`src/rtl/core/rbpe_pkg.sv`:
```
// Shared types and constants for the RSA block packer and encryptor.
package rbpe_pkg;

   localparam int CodeW       = 14;
   localparam int CipherW     = 32;
   localparam int CsrDataW    = 32;
   localparam int DigitsW     = 3;
   localparam int CodesW      = 4;
   localparam int BlockW      = 64;
   localparam int QueueDepth  = 2;
   localparam int ModWidthDef = 32;
   localparam int ExpWidthDef = 32;

   localparam logic [CsrDataW-1:0] ExponentReset = 32'd65537;
   localparam logic [CsrDataW-1:0] ModulusReset  = 32'd143;
   localparam logic [DigitsW-1:0]  DigitsReset   = 3'd1;
   localparam logic [CodesW-1:0]   CodesReset    = 4'd1;

   typedef enum logic [1:0] {
      CSR_EXPONENT,
      CSR_MODULUS,
      CSR_DIGITS,
      CSR_CODES
   } csr_index_type;

   typedef struct packed {
      logic [DigitsW-1:0] digits;
      logic [CodesW-1:0]  codes;
   } pack_cfg_type;

   typedef struct packed {
      logic              valid;
      logic [BlockW-1:0] block;
   } blk_beat_type;

endpackage

```
`src/rtl/core/rbpe_queue.sv`:
```
// Short block queue between the packer and the exponentiation engine.
module rbpe_queue
   import rbpe_pkg::*;
(
   input  logic         clock,
   input  logic         reset,
   input  blk_beat_type push,
   output logic         full,
   output blk_beat_type head,
   input  logic         pop
);

   localparam int PtrW = (QueueDepth > 1) ? $clog2(QueueDepth) : 1;
   localparam int CntW = $clog2(QueueDepth + 1);

   logic [BlockW-1:0] entry_ff [QueueDepth];
   logic [PtrW-1:0]   wr_ptr_ff;
   logic [PtrW-1:0]   rd_ptr_ff;
   logic [CntW-1:0]   count_ff;
   logic              do_push;
   logic              do_pop;

   assign full       = (count_ff == CntW'(QueueDepth));
   assign head.valid = (count_ff != '0);
   assign head.block = entry_ff[rd_ptr_ff];
   assign do_push    = push.valid && !full;
   assign do_pop     = pop && head.valid;

   always_ff @(posedge clock) begin
      if (do_push) begin
         entry_ff[wr_ptr_ff] <= push.block;
      end
   end

   always_ff @(posedge clock) begin
      if (reset) begin
         wr_ptr_ff <= '0;
         rd_ptr_ff <= '0;
         count_ff  <= '0;
      end else begin
         if (do_push) begin
            wr_ptr_ff <= (wr_ptr_ff == PtrW'(QueueDepth - 1)) ? '0 : wr_ptr_ff + PtrW'(1);
         end
         if (do_pop) begin
            rd_ptr_ff <= (rd_ptr_ff == PtrW'(QueueDepth - 1)) ? '0 : rd_ptr_ff + PtrW'(1);
         end
         if (do_push && !do_pop) begin
            count_ff <= count_ff + CntW'(1);
         end else if (do_pop && !do_push) begin
            count_ff <= count_ff - CntW'(1);
         end
      end
   end

endmodule

```
`config.mk`:
```
export PLATFORM = sky130hd
export DESIGN_NAME = rbpe_queue
export DESIGN_NICKNAME = d
export VERILOG_FILES = /design/src/rtl/core/rbpe_pkg.sv /design/src/rtl/core/rbpe_queue.sv
export SDC_FILE = /design/constraint.sdc
export NUM_CORES = 1
export LEC_CHECK = 0
export ABC_CLOCK_PERIOD_IN_PS = 4100
export BUFFER_PORTS_ARGS = -buffer_cell sky130_fd_sc_hd__buf_4
export CAP_MARGIN = 10
export CELL_PAD_IN_SITES_DETAIL_PLACEMENT = 1
export CELL_PAD_IN_SITES_GLOBAL_PLACEMENT = 1
export CORE_ASPECT_RATIO = 0.75
export CORE_MARGIN = 1.5
export CORE_UTILIZATION = 47
export CTS_CLUSTER_DIAMETER = 150
export CTS_CLUSTER_SIZE = 14
export DETAILED_ROUTE_END_ITERATION = 10
export GPL_ROUTABILITY_DRIVEN = 0
export HOLD_SLACK_MARGIN = 0.06
export PLACE_DENSITY_LB_ADDON = 0.12
export SLEW_MARGIN = 40
export SYNTH_ARGS = -nofsm -noshare
export SYNTH_HDL_FRONTEND = slang
export SYNTH_SLANG_ARGS = --single-unit
```
`constraint.sdc`:
```
create_clock -name clock -period 4.1 [get_ports clock]
set_input_delay 0.41 -clock clock [delete_from_list [all_inputs] [get_ports clock]]
set_output_delay 0.41 -clock clock [all_outputs]
set_load 0.03 [all_outputs]
```
==> run summary <==
status = finished clean
setup tns final = 0 ns
post-cts repair resize count = 0
WS Path Type = flop to primary output
Total GRT Usage = 19.7%
syn_nets = 293
P_sw = 1400 uW
Worst VDD drop = 406 uV
reg-to-reg slack, setup = 1.82 ns
Hold Crit Class = input pin to flop
Setup violations, final = 0
Int Pwr = 3020 uW
CP max FO = 25
period utilization = 58.8%
Sw Share = 31.6%
Die H = 90.8 um
family with the most delay on the worst path = flip-flops
Final Max Tran Viols = 0
Pleak = 0.00244 uW
Most common cell on crit path = buf_4
CP peak stage delay = 0.60 ns
fillers = 851
Layout area overhead = 33.8%
# H-tree levels = 4
largest net degree at the start of global routing = 37
Initial Util = 49.3%
CTS Hold Bufs = 0
Netlist cell types = 15
Die Wd = 120 um
vias in the first global route = 2905
most frequent cells in the layout = 138 x buf_4, 128 x edfxtp_1, 64 x mux2_2, 17 x clkbuf_16, 7 x clkinv_2
sequential area share after synthesis = 81.6%
DR pass1 iterations = 4
worst setup margin = 1.69 ns
worst hold margin = 0.190 ns
post-route DRC violation count = 0
clk root buf = clkbuf_16
skew final = 0.00741 ns
Setup WS pre-CTS = 1.72 ns
routed vias/inst = 4.93
post-route minimum period = 2.41 ns
share of layout cells above drive strength 1 = 60.2%
Net count, final = 443
diode count = 0
CTS tree = built
Post-Route WL = 9940 um
Antenna Nets Post-Route = 0
Slew @ Worst Pin = 0.636 ns
core box area = 9810 sq um
clk_lat worst skew = 0.40 ns
Seq cells post-synth = 133
post-layout util = 65.9%
die area = 10900 sq um
Max-cap violations = 0
PD cells = 683 nW/um^2
commonest non-fill, non-tap cell in the layout = buf_4
first-pass GRT wire length = 15800 um
Clock power frac = 28.3%
unrepaired setup endpoints after global routing = false
detailed-route via count = 2545
CP endpoint kind = primary output
# IOs = 134
maximum buffer depth of the clock tree = 2
Synth Area per Inst = 21.6 sq um
crit start category = flop
Clock Sinks = 133
clk slew on worst S/H paths = 0.06 ns
total grt overflow = 0
Worst EP arrival = 2.00 ns
Syn Inst Count = 224
final hold vios = 0
Cell Chain, Critical Path = buf_4, mux2_2, buf_4
post-CTS setup buffers = 0
CTS Buf Count = 17
Yosys warnings = 0
Buf+Inv Stages, Crit Path = 2
# rows = 31
FMAX = 0.415 GHz
Detailed Place HPWL = 6360 um
Cell Area, Synth = 4830 sq um
Max-slew headroom = 57.6%
DRT iter0 DRCs = 134
port buffer count = 133
Slowest-stage cell, CP = dfxtp_2
worst path required time = 3.69 ns
Comb power frac = 31.3%
Flop pwr share = 40.4%
initial antenna violation count = 0
WL/cell = 19.3 um
-- final cells by class --
type | instances | area, sq um | share of cell area [%]
inverter | 2 | 7.51 | 0.116
tap | 132 | 165 | 2.55
multi-input combinational | 82 | 835 | 12.9
timing repair buffer | 138 | 1040 | 16.0
clock buffer | 21 | 440 | 6.81
clock inverter | 8 | 38.8 | 0.600
sequential | 133 | 3950 | 61.0
-- synthesized netlist by cell type --
master | number | area (sq um)
a21oi_1 | 2 | 10.0
o21ai_0 | 3 | 15.0
nor2b_2 | 1 | 8.76
mux2_2 | 64 | 721
or2_2 | 1 | 6.26
and2_1 | 1 | 6.26
or3_1 | 2 | 12.5
edfxtp_1 | 128 | 3840
inv_1 | 2 | 7.51
buf_4 | 6 | 45.0
buf_2 | 1 | 5.00
nor2_1 | 4 | 15.0
xor2_1 | 3 | 26.3
ha_1 | 1 | 12.5
dfxtp_1 | 5 | 100
-- routing by layer --
metal  share of wire [%]  vias to the layer above  track usage [%]  wire, um
li1                    -                     1179                -         -
met1                  39                     1255             23.4      3880
met2                  51                       98             31.6      5050
met3                 8.8                       13             9.22       872
met4                 1.3                        0             7.14       133
met5                   0                        -                0         0
-- power groups by stage --
stage               clock [uW]  sequential (uW)  combinational, uW
floorplan                    0             1780                934
global placement             0             1800               1380
detailed placement           0             1810               1390
CTS                       1280             1790               1410
global route              1320             1810               1470
finish                    1250             1790               1380
-- cell families (layout without fill, tap and decap cells) --
| group | after synthesis | in the layout | synth area share, % |
|---|---|---|---|
| xor gates and xnor gates | 3 | 3 | 0.544 |
| buffers and inverters | 9 | 169 | 1.19 |
| and+or+nand+nor | 9 | 9 | 1.01 |
| adders and majority gates | 1 | 1 | 0.259 |
| DFF | 133 | 133 | 81.6 |
| muxes | 64 | 64 | 14.9 |
| AOI/OAI and AO/OA | 5 | 5 | 0.518 |
-- path summary, 6_finish.rpt --
check / startpoint / end / depth (start not counted)
setup / recovery: flop / head[14] / 3
hold / removal: push[30] / entry_ff[1][30] / 1
setup reg to reg: count_ff[0] / entry_ff[0][23] / 4
hold reg to reg: wr_ptr_ff / wr_ptr_ff / 2
-- per-stage QoR --
stage               cells  power [uW]  area, sq um
floorplan             224        2710         4830
global placement      487        3170         5990
detailed placement    487        3210         5990
CTS                   516        4480         6470
global route          516        4600         6470
finish                516        4420         6470
-- state kept, by name, summed over array words and instances, names as in the netlist, named ones only --
name	count
entry_ff	128
count_ff	2
rd_ptr_ff	1
wr_ptr_ff	1
Note: power is estimated with default switching activity, not from simulation.
